[src/hw/rtl/dcsoc_pkg.sv]
// ----------------------------------------------------------------------------
// dcsoc_pkg
// Shared widths, constants, register codes and control types for the
// dual current-sense offset calibration block.
// ----------------------------------------------------------------------------
`timescale 1ns / 1ps
`default_nettype none

package dcsoc_pkg;

   localparam int RAW_W   = 12;
   localparam int FS_W    = 12;
   localparam int GAIN_W  = 8;
   localparam int MV_W    = 12;
   localparam int PROD_W  = RAW_W + FS_W;
   localparam int CUR_W   = 21;
   localparam int DIFF_W  = MV_W + 1;
   localparam int ACC_W   = 20;
   localparam int CNT_W   = 9;
   localparam int RECIP_W = ACC_W + 1;
   localparam int MEAN_W  = ACC_W + RECIP_W;

   localparam logic [FS_W-1:0]   FS_RESET   = 12'd3232;
   localparam logic [GAIN_W-1:0] GAIN_RESET = 8'd20;
   localparam logic [FS_W-1:0]   FULL_CODE  = 12'hFFF;

   // register index, taken from word address bit
   localparam logic REG_FULL_SCALE = 1'b0;
   localparam logic REG_GAIN       = 1'b1;

   typedef struct packed {
      logic accept;
      logic scale;
      logic update;
      logic take_mean;
      logic load_out;
   } dcsoc_cmd_type;

   typedef struct packed {
      logic cal_done;
      logic out_free;
   } dcsoc_status_type;

   // x / 4095 for x up to 4095*4095: x = 4095*q0 + r with q0 = x >> 12 and
   // r = (x & 0xFFF) + q0 < 2*4095, so one correction step suffices
   function automatic logic [MV_W-1:0] div_full_code(input logic [PROD_W-1:0] x);
      logic [MV_W-1:0] q0;
      logic [MV_W:0]   r;
      q0 = x[PROD_W-1:RAW_W];
      r  = {1'b0, x[RAW_W-1:0]} + {1'b0, q0};
      return (r >= {1'b0, FULL_CODE}) ? q0 + MV_W'(1) : q0;
   endfunction

endpackage

`default_nettype wire

[src/hw/rtl/dcsoc_ctrl.sv]
// ----------------------------------------------------------------------------
// dcsoc_ctrl
// Sequencer: accept, scale, calibration update, mean, result load.
// ----------------------------------------------------------------------------
`timescale 1ns / 1ps
`default_nettype none

module dcsoc_ctrl
   import dcsoc_pkg::*;
(
   input  wire logic             clock,
   input  wire logic             reset,
   input  wire logic             req_tvalid,
   output logic                  req_tready,
   input  dcsoc_status_type      status,
   output dcsoc_cmd_type         cmd
);

   typedef enum logic [2:0] {
      ST_IDLE,
      ST_SCALE,
      ST_UPDATE,
      ST_MEAN,
      ST_RESULT
   } state_type;

   state_type state_ff;

   always_ff @(posedge clock) begin
      if (reset) begin
         state_ff <= ST_IDLE;
      end else begin
         unique case (state_ff)
            ST_IDLE: begin
               if (req_tvalid) begin
                  state_ff <= ST_SCALE;
               end
            end
            ST_SCALE: begin
               state_ff <= ST_UPDATE;
            end
            ST_UPDATE: begin
               if (status.cal_done) begin
                  state_ff <= ST_MEAN;
               end else begin
                  state_ff <= ST_RESULT;
               end
            end
            ST_MEAN: begin
               state_ff <= ST_RESULT;
            end
            ST_RESULT: begin
               if (status.out_free) begin
                  state_ff <= ST_IDLE;
               end
            end
            default: begin
               state_ff <= ST_IDLE;
            end
         endcase
      end
   end

   always_comb begin
      req_tready    = (state_ff == ST_IDLE);
      cmd.accept    = (state_ff == ST_IDLE) && req_tvalid;
      cmd.scale     = (state_ff == ST_SCALE);
      cmd.update    = (state_ff == ST_UPDATE);
      cmd.take_mean = (state_ff == ST_MEAN);
      cmd.load_out  = (state_ff == ST_RESULT) && status.out_free;
   end

endmodule

`default_nettype wire

[src/hw/rtl/dcsoc_datapath.sv]
// ----------------------------------------------------------------------------
// dcsoc_datapath
// Scaling, per-channel calibration state, reciprocal multiply for the mean,
// current multiply and the result register.
// ----------------------------------------------------------------------------
`timescale 1ns / 1ps
`default_nettype none

module dcsoc_datapath
   import dcsoc_pkg::*;
#(
   parameter int CAL_SAMPLES = 16
) (
   input  wire logic               clock,
   input  wire logic               reset,
   input  dcsoc_cmd_type           cmd,
   output dcsoc_status_type        status,
   input  wire logic [RAW_W-1:0]   raw_sample,
   input  wire logic [FS_W-1:0]    full_scale_mv,
   input  wire logic [GAIN_W-1:0]  current_gain,
   input  wire logic               rsp_tready,
   output logic                    rsp_tvalid,
   output logic                    rsp_channel,
   output logic [MV_W-1:0]         rsp_voltage_mv,
   output logic signed [CUR_W-1:0] rsp_current_ma,
   output logic                    rsp_calibrated,
   output logic                    rsp_driver_enable
);

   localparam logic [CNT_W-1:0] CAL_N = CNT_W'(CAL_SAMPLES);

   // floor(x / CAL_SAMPLES) for x < 2^ACC_W as (x * RECIP) >> RECIP_SHIFT,
   // with RECIP = ceil(2^RECIP_SHIFT / CAL_SAMPLES)
   localparam int     RECIP_SHIFT = ACC_W + $clog2(CAL_SAMPLES);
   localparam longint RECIP_FULL  =
      ((longint'(1) << RECIP_SHIFT) + longint'(CAL_SAMPLES) - longint'(1))
      / longint'(CAL_SAMPLES);
   localparam logic [RECIP_W-1:0] RECIP = RECIP_W'(RECIP_FULL);

   // item pipeline
   logic              toggle_ff;
   logic              ch_ff;
   logic [PROD_W-1:0] prod_ff;
   logic [MV_W-1:0]   mv_ff;
   logic              enable_ff;

   // per-channel calibration state
   logic [CNT_W-1:0] cnt_ff   [2];
   logic [ACC_W-1:0] accum_ff [2];
   logic             ready_ff [2];

   // result register
   logic                    out_valid_ff;
   logic                    out_ch_ff;
   logic [MV_W-1:0]         out_mv_ff;
   logic signed [CUR_W-1:0] out_cur_ff;
   logic                    out_cal_ff;
   logic                    out_en_ff;

   logic                     sel_ready;
   logic [CNT_W-1:0]         sel_cnt;
   logic [ACC_W-1:0]         sel_accum;
   logic                     cal_open;
   logic [CNT_W-1:0]         cnt_in;
   logic [ACC_W-1:0]         accum_in;
   logic [MEAN_W-1:0]        mean_prod;
   logic [ACC_W-1:0]         mean_val;
   logic signed [DIFF_W-1:0] diff;
   logic signed [DIFF_W+GAIN_W:0] product;

   always_comb begin
      sel_ready = ready_ff[ch_ff];
      sel_cnt   = cnt_ff[ch_ff];
      sel_accum = accum_ff[ch_ff];
      cal_open  = (sel_cnt < CAL_N);
      cnt_in    = cal_open ? sel_cnt + CNT_W'(1) : sel_cnt;
      accum_in  = cal_open ? sel_accum + ACC_W'(mv_ff) : sel_accum;
      status.cal_done = (cnt_in == CAL_N) && !sel_ready;
      status.out_free = !out_valid_ff || rsp_tready;

      // sum is already in accum_ff when the mean is taken
      mean_prod = MEAN_W'(sel_accum) * MEAN_W'(RECIP);
      mean_val  = ACC_W'(mean_prod >> RECIP_SHIFT);

      diff    = $signed({1'b0, mv_ff}) - $signed({1'b0, sel_accum[MV_W-1:0]});
      product = diff * $signed({1'b0, current_gain});
   end

   always_ff @(posedge clock) begin
      if (reset) begin
         toggle_ff    <= 1'b0;
         out_valid_ff <= 1'b0;
         for (int i = 0; i < 2; i++) begin
            cnt_ff[i]   <= '0;
            accum_ff[i] <= '0;
            ready_ff[i] <= 1'b0;
         end
      end else begin
         if (cmd.accept) begin
            toggle_ff <= ~toggle_ff;
         end
         if (cmd.update) begin
            cnt_ff[ch_ff]   <= cnt_in;
            accum_ff[ch_ff] <= accum_in;
         end
         if (cmd.take_mean) begin
            accum_ff[ch_ff] <= mean_val;
            ready_ff[ch_ff] <= 1'b1;
         end
         if (cmd.load_out) begin
            out_valid_ff <= 1'b1;
         end else if (rsp_tready) begin
            out_valid_ff <= 1'b0;
         end
      end
   end

   always_ff @(posedge clock) begin
      if (cmd.accept) begin
         ch_ff   <= toggle_ff;
         prod_ff <= PROD_W'(raw_sample) * PROD_W'(full_scale_mv);
      end
      if (cmd.scale) begin
         mv_ff <= div_full_code(prod_ff);
      end
      if (cmd.update) begin
         enable_ff <= status.cal_done;
      end
      if (cmd.load_out) begin
         out_ch_ff  <= ch_ff;
         out_mv_ff  <= mv_ff;
         out_cur_ff <= sel_ready ? CUR_W'(product) : '0;
         out_cal_ff <= sel_ready;
         out_en_ff  <= enable_ff;
      end
   end

   assign rsp_tvalid        = out_valid_ff;
   assign rsp_channel       = out_ch_ff;
   assign rsp_voltage_mv    = out_mv_ff;
   assign rsp_current_ma    = out_cur_ff;
   assign rsp_calibrated    = out_cal_ff;
   assign rsp_driver_enable = out_en_ff;

endmodule

`default_nettype wire

[src/hw/rtl/dual_current_sense_offset_cal.sv]
// ----------------------------------------------------------------------------
// dual_current_sense_offset_cal
// Scales alternating primary/secondary current-sense samples to millivolts,
// learns each channel's zero-current offset and reports corrected current.
// ----------------------------------------------------------------------------
// Usage:
//  - req_ channel: one raw 12-bit converter code per item, primary channel
//    first, then alternating. An internal toggle tracks the channel.
//  - rsp_ channel: one result item per input item, in order. tuser is the
//    channel; tdata carries millivolts, current, calibrated, driver enable.
//  - csr_ port: APB-style, word 0 full scale in mV, word 1 gain in mA/mV.
//    Change only while the block is idle.
//  - Each item steps through the accept / scale / update / result sequence;
//    a new item is taken only once the sequencer is back in idle.
//  - The item that completes a channel's calibration also passes the mean
//    state: the mean is formed by a reciprocal multiply.
//  - Output register decouples the sides: a new item is accepted while the
//    previous result waits; a stalled rsp_tready holds the next result in
//    the sequencer until the output register frees up.
//  - Reset (synchronous): toggle to primary, counts, sums and calibrated
//    flags cleared, registers back to 3232 mV and gain 20. No clearing pass.
// ----------------------------------------------------------------------------
`timescale 1ns / 1ps
`default_nettype none

module dual_current_sense_offset_cal
   import dcsoc_pkg::*;
#(
   parameter int CAL_SAMPLES = 16
) (
   input  wire logic        clock,
   input  wire logic        reset,

   input  wire logic        req_tvalid,
   output logic             req_tready,
   input  wire logic [15:0] req_tdata,   // [11:0] raw_sample, [15:12] zero

   output logic             rsp_tvalid,
   input  wire logic        rsp_tready,
   output logic [39:0]      rsp_tdata,   // [11:0] voltage_mv, [32:12] current_ma,
                                         // [33] calibrated, [34] driver_enable,
                                         // [39:35] zero
   output logic             rsp_tuser,   // [0] channel

   input  wire logic        csr_psel,
   input  wire logic        csr_penable,
   input  wire logic        csr_pwrite,
   input  wire logic [2:0]  csr_paddr,
   input  wire logic [31:0] csr_pwdata,
   output logic [31:0]      csr_prdata,
   output logic             csr_pready
);

   // configuration registers
   logic [FS_W-1:0]   full_scale_ff;
   logic [GAIN_W-1:0] gain_ff;
   logic              csr_write;

   dcsoc_cmd_type    cmd;
   dcsoc_status_type status;

   logic                    out_channel;
   logic [MV_W-1:0]         out_voltage;
   logic signed [CUR_W-1:0] out_current;
   logic                    out_calibrated;
   logic                    out_enable;

   assign csr_pready = 1'b1;
   assign csr_write  = csr_psel && csr_penable && csr_pwrite && csr_pready;

   // word address selects the register; byte offset bits are not decoded
   always_ff @(posedge clock) begin
      if (reset) begin
         full_scale_ff <= FS_RESET;
         gain_ff       <= GAIN_RESET;
      end else if (csr_write) begin
         unique case (csr_paddr[2])
            REG_FULL_SCALE: full_scale_ff <= csr_pwdata[FS_W-1:0];
            REG_GAIN:       gain_ff       <= csr_pwdata[GAIN_W-1:0];
            default:        full_scale_ff <= full_scale_ff;
         endcase
      end
   end

   always_comb begin
      unique case (csr_paddr[2])
         REG_FULL_SCALE: csr_prdata = 32'(full_scale_ff);
         REG_GAIN:       csr_prdata = 32'(gain_ff);
         default:        csr_prdata = '0;
      endcase
   end

   dcsoc_ctrl u_ctrl (
      .clock      (clock),
      .reset      (reset),
      .req_tvalid (req_tvalid),
      .req_tready (req_tready),
      .status     (status),
      .cmd        (cmd)
   );

   dcsoc_datapath #(
      .CAL_SAMPLES (CAL_SAMPLES)
   ) u_datapath (
      .clock             (clock),
      .reset             (reset),
      .cmd               (cmd),
      .status            (status),
      .raw_sample        (req_tdata[RAW_W-1:0]),
      .full_scale_mv     (full_scale_ff),
      .current_gain      (gain_ff),
      .rsp_tready        (rsp_tready),
      .rsp_tvalid        (rsp_tvalid),
      .rsp_channel       (out_channel),
      .rsp_voltage_mv    (out_voltage),
      .rsp_current_ma    (out_current),
      .rsp_calibrated    (out_calibrated),
      .rsp_driver_enable (out_enable)
   );

   assign rsp_tuser = out_channel;
   assign rsp_tdata = {5'b0, out_enable, out_calibrated, out_current, out_voltage};

`ifndef SYNTHESIS
   // driver enable only on a result whose channel is calibrated
   assert property (@(posedge clock) disable iff (reset)
      (rsp_tvalid && out_enable) |-> out_calibrated)
      else $error("driver enable on uncalibrated result");

   // uncalibrated results carry zero current
   assert property (@(posedge clock) disable iff (reset)
      (rsp_tvalid && !out_calibrated) |-> (out_current == '0))
      else $error("nonzero current before calibration");

   // the sequencer is busy for at least the scale and update cycles
   assert property (@(posedge clock) disable iff (reset)
      (req_tvalid && req_tready) |=> !req_tready ##1 !req_tready)
      else $error("input accepted mid-item");
`endif

endmodule

`default_nettype wire
[config.mk]
export PLATFORM = sky130hd
export DESIGN_NAME = dual_current_sense_offset_cal
export DESIGN_NICKNAME = d
export VERILOG_FILES = /design/src/hw/rtl/dcsoc_pkg.sv /design/src/hw/rtl/dcsoc_ctrl.sv /design/src/hw/rtl/dcsoc_datapath.sv /design/src/hw/rtl/dual_current_sense_offset_cal.sv
export SDC_FILE = /design/constraint.sdc
export NUM_CORES = 1
export LEC_CHECK = 0
export BUFFER_PORTS_ARGS = -buffer_cell sky130_fd_sc_hd__clkbuf_2
export CAP_MARGIN = 10
export CORE_MARGIN = 8
export CORE_UTILIZATION = 63
export CTS_CLUSTER_SIZE = 28
export DETAILED_ROUTE_END_ITERATION = 7
export PLACE_DENSITY = 0.8
export SLEW_MARGIN = 10
export SYNTH_ARGS = -nofsm -noshare
export SYNTH_HDL_FRONTEND = slang
export SYNTH_SLANG_ARGS = --single-unit
[constraint.sdc]
create_clock -name clock -period 15.7 [get_ports clock]
set_input_delay 0 -clock clock [delete_from_list [all_inputs] [get_ports clock]]
set_output_delay 0 -clock clock [all_outputs]
set_load 0.02 [all_outputs]
# Yosys cells after proc, flatten, opt, wreduce, memory -nomap -nowiden
# Memory sizes are Yosys's and may differ from the RTL's. A register that Yosys moved wholly into a read port is not among the register bits.
# Cells that the tools add are included.
# op_classes
n_addsub	5
n_mul	2
magnitude_cmp	2
eq_ne	7
muxes	31
n_bitwise	3
reduce_logical	16
# ops
op	count
$pmux 32 s2	1
$mux 20	3
$mul 12x12->24	1
$mul 13x9->21	1
$add 20x12->20	1
$mux 1	20
$reduce_or 20->1	1
$mux 9	2
$pmux 3 s5	1
$add 12x12->13	1
$ge 13x12->1 const B	1
$sub 12x12->13	1
$add 12x1->12 const B	1
$mux 12	1
$add 9x1->9 const B	1
$eq 9x5->1 const B	1
$lt 9x5->1 const B	1
$mux 3	3
$reduce_or 9->1	1
$eq 3x2->1 const B	2
$reduce_and 2->1	3
$logic_and 1x1->1	5
$eq 3x1->1 const B	1
$eq 3x3->1 const B	1
9 further kinds	11
# word_totals
register_bits	99
ramBits	60
input_bits	58
out_inout_bits	76
elab_cells	83
mem_count	3
# memory_table
name	words	word_bits	rd	rd_clocked_by_memory_dff	write_ports	line	rtl
u_datapath.accum_ff	2	20	1	1	2	dcsoc_datapath.sv:49	logic [ACC_W-1:0] accum_ff [2];
u_datapath.cnt_ff	2	9	1	1	2	dcsoc_datapath.sv:48	logic [CNT_W-1:0] cnt_ff [2];
u_datapath.ready_ff	2	1	1	1	2	dcsoc_datapath.sv:50	logic ready_ff [2];

# Logic depth before layout (Yosys ltp)
# depth
depth_word	7
mapped_depth	32
mapped_depth_nobuf	27

# By module
# Synthesis repeated with hierarchy kept, for this count alone.
# unflattened
hier_cells	1788
hier_area_um2	17058.9
# modules_own_cells
module	n_inst	cells_per_inst	area_each_um2
dcsoc_datapath	1	1638	15643.8
dual_current_sense_offset_cal	1	129	1194.9
dcsoc_ctrl	1	21	220.2

# Least setup slack after synthesis
# Ideal clock, no wire load.
# synth_timing
kind	register to register
from	reg with a tool-made name
to	reg u_datapath.out_cur_ff[20] (netlist: u_datapath.rsp_current_ma[20]), data pin
arrival_ns	7.648
path_slack_ns	7.786
stages_incl_launch_ff	32
n_path_buf	6
period_less_slack_ns	7.914
path_cell_list	dfxtp_1 -> buf_6 -> buf_2 -> buf_1 -> clkbuf_1 -> mux2i_1 -> ha_1 -> clkbuf_1 -> nor2b_1 -> o21ai_0 -> a21oi_1 -> o211ai_1 -> a21oi_1 -> o311a_1 -> o22ai_1 -> clkbuf_1 -> nand2_1 -> fa_1 -> inv_1 -> fa_1 -> inv_1 -> fa_1 -> fa_1 -> inv_1 -> ha_1 -> a21o_1 -> a21o_1 -> a221oi_1 -> o21ai_0 -> o31ai_1 -> xnor2_1 -> nor2_1
# synth_rtl
item	line	rtl
end signal, assigned	dcsoc_datapath.sv:132	out_cur_ff <= sel_ready ? CUR_W'(product) : '0;
end, declared	dcsoc_datapath.sv:56	logic signed [CUR_W-1:0] out_cur_ff;

==> impl_metrics.csv <==
group,metric,value,unit
clock_network,cts_tree,"built",
yosys,yosysUniqueCellTypes,68,
run_status,status,"finished, final reports clean",
clock_network,worst_skew_pair.late_latency,440,ps
final_layout,multiInputGateArea,0.0108,mm2
clock_network,gates_resized_cts_repair,0,
placed_design,finalWeightedCongestion,0.918,
floorplanning,die_area,0.0320,mm2
global_route,antenna_found_initial,0,
floorplanning,floorplan_die_height,179,um
placed_design,pre_cts_ws,7490,ps
route,detail_route.wl_per_cell,17.3,um
floorplanning,floorplan.core_area,0.0261,mm2
route,remaining_drc_errors,0,
route,drt_first_pass_iters,7,
timing,report.final.slew_viol_count,0,
power,power_density,135,mW/mm2
yosys,postSynth.asyncResetShare,0,%
yosys,synth.cell_area,0.0167,mm2
timing,finalHoldViolCount,0,
placed_design,hpwlAfterDp,28800,um
clock_network,tritoncts_num_sinks,160,
route,vias,12307,
critical_path,cp.required,15860,ps
timing,clock-skew-final,12.4,ps
final_layout,fill_cells,1979,
route,via_density_per_instance,5.71,
yosys,yosys_warnings,0,
critical_path,crit_path_top_delay_cell,"sky130_fd_sc_hd__o22ai_1",
placed_design,post-place-cells,2110,
yosys,yosys_register_bits,160,
critical_path,critPathMaxStageDelay,740,ps
clock_network,clock-root-buffer,"sky130_fd_sc_hd__clkbuf_16",
yosys,synth-seq-area-share,27.1,%
clock_network,numCtsBuffers,17,
global_route,grt_start_max_net_pins,37,
yosys,synth_common_cells,"sky130_fd_sc_hd__inv_1, sky130_fd_sc_hd__nand2_1, sky130_fd_sc_hd__fa_1",
clock_network,clockBufferDepth,2,
timing,final_min_period_over_clock_period,52.8,%
floorplanning,initial_utilization,64.2,%
timing,timing_worst_slew_pin_value,1050,ps
clock_network,clk_transition_reported_paths,70,ps
yosys,synthCells,1758,
global_route,via_count_of_the_first_global_routing_pass,13214,
min_path,timing.hold.worst.class,"in2reg",
timing,setup-tns-final,0,ps
critical_path,setup.worst_path.end_class,"flop",
power,power.static_leakage,8.30,nW
final_layout,syn2layout_area_growth,7.23,%
power,ir_worst_vdd,161,uV
clock_network,htree_num_levels,4,
timing,fmax,121,MHz
global_route,global_route_usage_sum,24.7,%
critical_path,crit_path_start_kind,"flop",
final_layout,final_util,68.8,%
yosys,synth.area.top_cells,"sky130_fd_sc_hd__edfxtp_1, sky130_fd_sc_hd__fa_1, sky130_fd_sc_hd__ha_1, sky130_fd_sc_hd__inv_1, sky130_fd_sc_hd__nand2_1",
placed_design,port-buffer-count,81,
floorplanning,number_of_placed_i_o_pins,134,
final_layout,finalNonFillerCells,2156,
timing,rsz0062_at_grt,"no",
final_layout,antenna_cells,0,
yosys,synth_flop_cell,"sky130_fd_sc_hd__edfxtp_1",
run,timing.max_cap.violations,0,
global_route,globalRoute.totalOverflow,0,
yosys,postSynthAreaPerCell,9.51,um2
critical_path,maximum_fanout_encountered_on_the_critical_timing_path,35,
final_layout,area_taken_by_flip_flops_and_latches,0.00453,mm2
route,antenna_left,0,
route,wl,37400,um
final_layout,finalNetCount,2193,
global_route,grt_first_pass_wirelength,63200,um
route,detailedRoute.firstIterationViolations,707,
yosys,synth_enable_flop_cells,132,
yosys,synth.most_common_cell,"sky130_fd_sc_hd__inv_1",
timing,final-setup-viol-count,0,
yosys,synth_top_area_share,23.7,%
floorplanning,die_width,179,um
critical_path,timing.critical_path.arrival,8450,ps
timing,layout_setup_ws,7410,ps
final_layout,final_layout_size_suffix_gt1_share,7.85,%
critical_path,most_used_cell_cp,"sky130_fd_sc_hd__fa_1",
yosys,synth_top_cell_by_area,"sky130_fd_sc_hd__edfxtp_1",
floorplanning,placement_rows,59,
critical_path,timing.setup.critical_path_class,"reg2reg",
timing,relSlewSlack,29.9,%
timing,period_minus_slack,8290,ps
-- cell type report --
class | instances | area share (%)
clock inverter | 15 | 0.921
timing repair buffer | 99 | 3.21
clock buffer | 17 | 2.37
inverter | 281 | 5.88
multi-input combinational | 1249 | 60.0
sequential | 160 | 25.2
tap | 335 | 2.34
-- layout by cell type (no fill, tap or decap), types with 4 or more instances in the layout --
cell type                       Yosys  routed
sky130_fd_sc_hd__inv_1            281     281
sky130_fd_sc_hd__nand2_1          211     211
sky130_fd_sc_hd__fa_1             185     185
sky130_fd_sc_hd__ha_1             142     142
sky130_fd_sc_hd__edfxtp_1         132     132
sky130_fd_sc_hd__nor2_1           120     120
sky130_fd_sc_hd__and2_1           112     112
sky130_fd_sc_hd__clkbuf_2           0      81
sky130_fd_sc_hd__a21oi_1           67      67
sky130_fd_sc_hd__xnor2_1           57      57
sky130_fd_sc_hd__o21ai_0           37      37
sky130_fd_sc_hd__nor2b_1           30      30
sky130_fd_sc_hd__mux2i_1           27      27
sky130_fd_sc_hd__dfxtp_1           28      27
sky130_fd_sc_hd__conb_1             2      26
sky130_fd_sc_hd__xor2_1            23      23
sky130_fd_sc_hd__nand2b_1          19      19
sky130_fd_sc_hd__nor3_1            17      17
sky130_fd_sc_hd__nand3_1           17      17
sky130_fd_sc_hd__a21o_1            17      17
sky130_fd_sc_hd__clkbuf_16          0      17
sky130_fd_sc_hd__a211oi_1          15      15
sky130_fd_sc_hd__dlygate4sd3_1      0      14
sky130_fd_sc_hd__mux2_2            13      13
sky130_fd_sc_hd__nand4_1           11      11
sky130_fd_sc_hd__o21a_1             9       9
sky130_fd_sc_hd__nand3b_1           8       8
sky130_fd_sc_hd__and3_1             8       7
sky130_fd_sc_hd__o21bai_1           6       6
sky130_fd_sc_hd__o211ai_1           5       5
sky130_fd_sc_hd__o22ai_1            5       5
sky130_fd_sc_hd__a41oi_1            4       4
sky130_fd_sc_hd__a21boi_0           4       4
sky130_fd_sc_hd__a31oi_1            4       4
sky130_fd_sc_hd__o31ai_1            4       4
sky130_fd_sc_hd__inv_8              0       4
sky130_fd_sc_hd__clkinv_8           0       4
sky130_fd_sc_hd__inv_6              0       4
sky130_fd_sc_hd__buf_4             29       4
-- through the flow --
step           power, W  hold WS [ps]  instance area, um2
4_1_cts         0.00242           139               17900
2_1_floorplan   0.00169           121               16800
5_1_grt         0.00264           135               17900
3_3_place_gp    0.00194           222               17200
3_5_place_dp    0.00199           228               17200
6_report        0.00242           123               17900
-- layer usage --
layer  wire length (um)  track usage, %
met5                  0               0
met4               1130            9.58
met3               2080            3.58
met2              19200            44.7
met1              14900            29.2
-- flip-flops by register name, summed over array words and instances (netlist names), 2 cells and up, named ones only --
signal and cells:
full_scale_ff 12, u_datapath.rsp_voltage_mv 12, u_ctrl.state_ff 3, u_datapath.cnt_ff 18
u_datapath.accum_ff 40, u_datapath.mv_ff 12, u_datapath.rsp_current_ma 21, gain_ff 8
u_datapath.prod_ff 24, u_datapath.ready_ff 2
-- report_power, final --
part,switching [W],internal (W)
logic,0.000827,0.000607
clock network,0.000208,0.000214
registers,0.0000435,0.000522
-- final timing paths --
kind | start | end | slack [ps] | depth (start not counted)
setup / recovery | flop | u_datapath.rsp_current_ma[20]$_SDFFCE_PN0P_ | 7410 | 26
hold reg to reg | u_datapath.enable_ff$_DFFE_PN_ | u_datapath.rsp_driver_enable$_DFFE_PP_ | 430 | 0
hold / removal | req_tdata[0] | u_datapath.prod_ff[0]$_DFFE_PP_ | 120 | 2
setup reg to reg | flop | u_datapath.rsp_current_ma[20]$_SDFFCE_PN0P_ | 7410 | 26
-- worst max-delay path: cells and delay by family, from the launching register on --
kind | cells | cell delay, ps
AND/OR/NAND/NOR | 3 | 480
buffers and inverters | 4 | 600
AO/OA/AOI/OAI | 11 | 3200
multiplexers | 1 | 410
adder cells (fa/ha/maj) | 6 | 2800
flip-flops | 1 | 310
XOR/XNOR | 1 | 170
-- timing repair --
action / CTS / global route
buffers inserted: 0 / 0
hold endpoints to repair: 23 / 0
hold buffers: 14 / 0
-- cells by family (layout without fill, tap and decap cells) --
logic type	count (synthesis)	in the layout	share of synthesized area (%)
other	2	26	0.0449
AO/OA/AOI/OAI	202	202	7.74
adder cells (fa/ha/maj)	327	327	32.8
AND/OR/NAND/NOR	573	573	16.5
multiplexers	41	41	2.58
flip-flops	160	160	27.1
XOR/XNOR	80	80	4.19
buffers and inverters	373	412	9.12
Power figures use the tool's default switching activity.
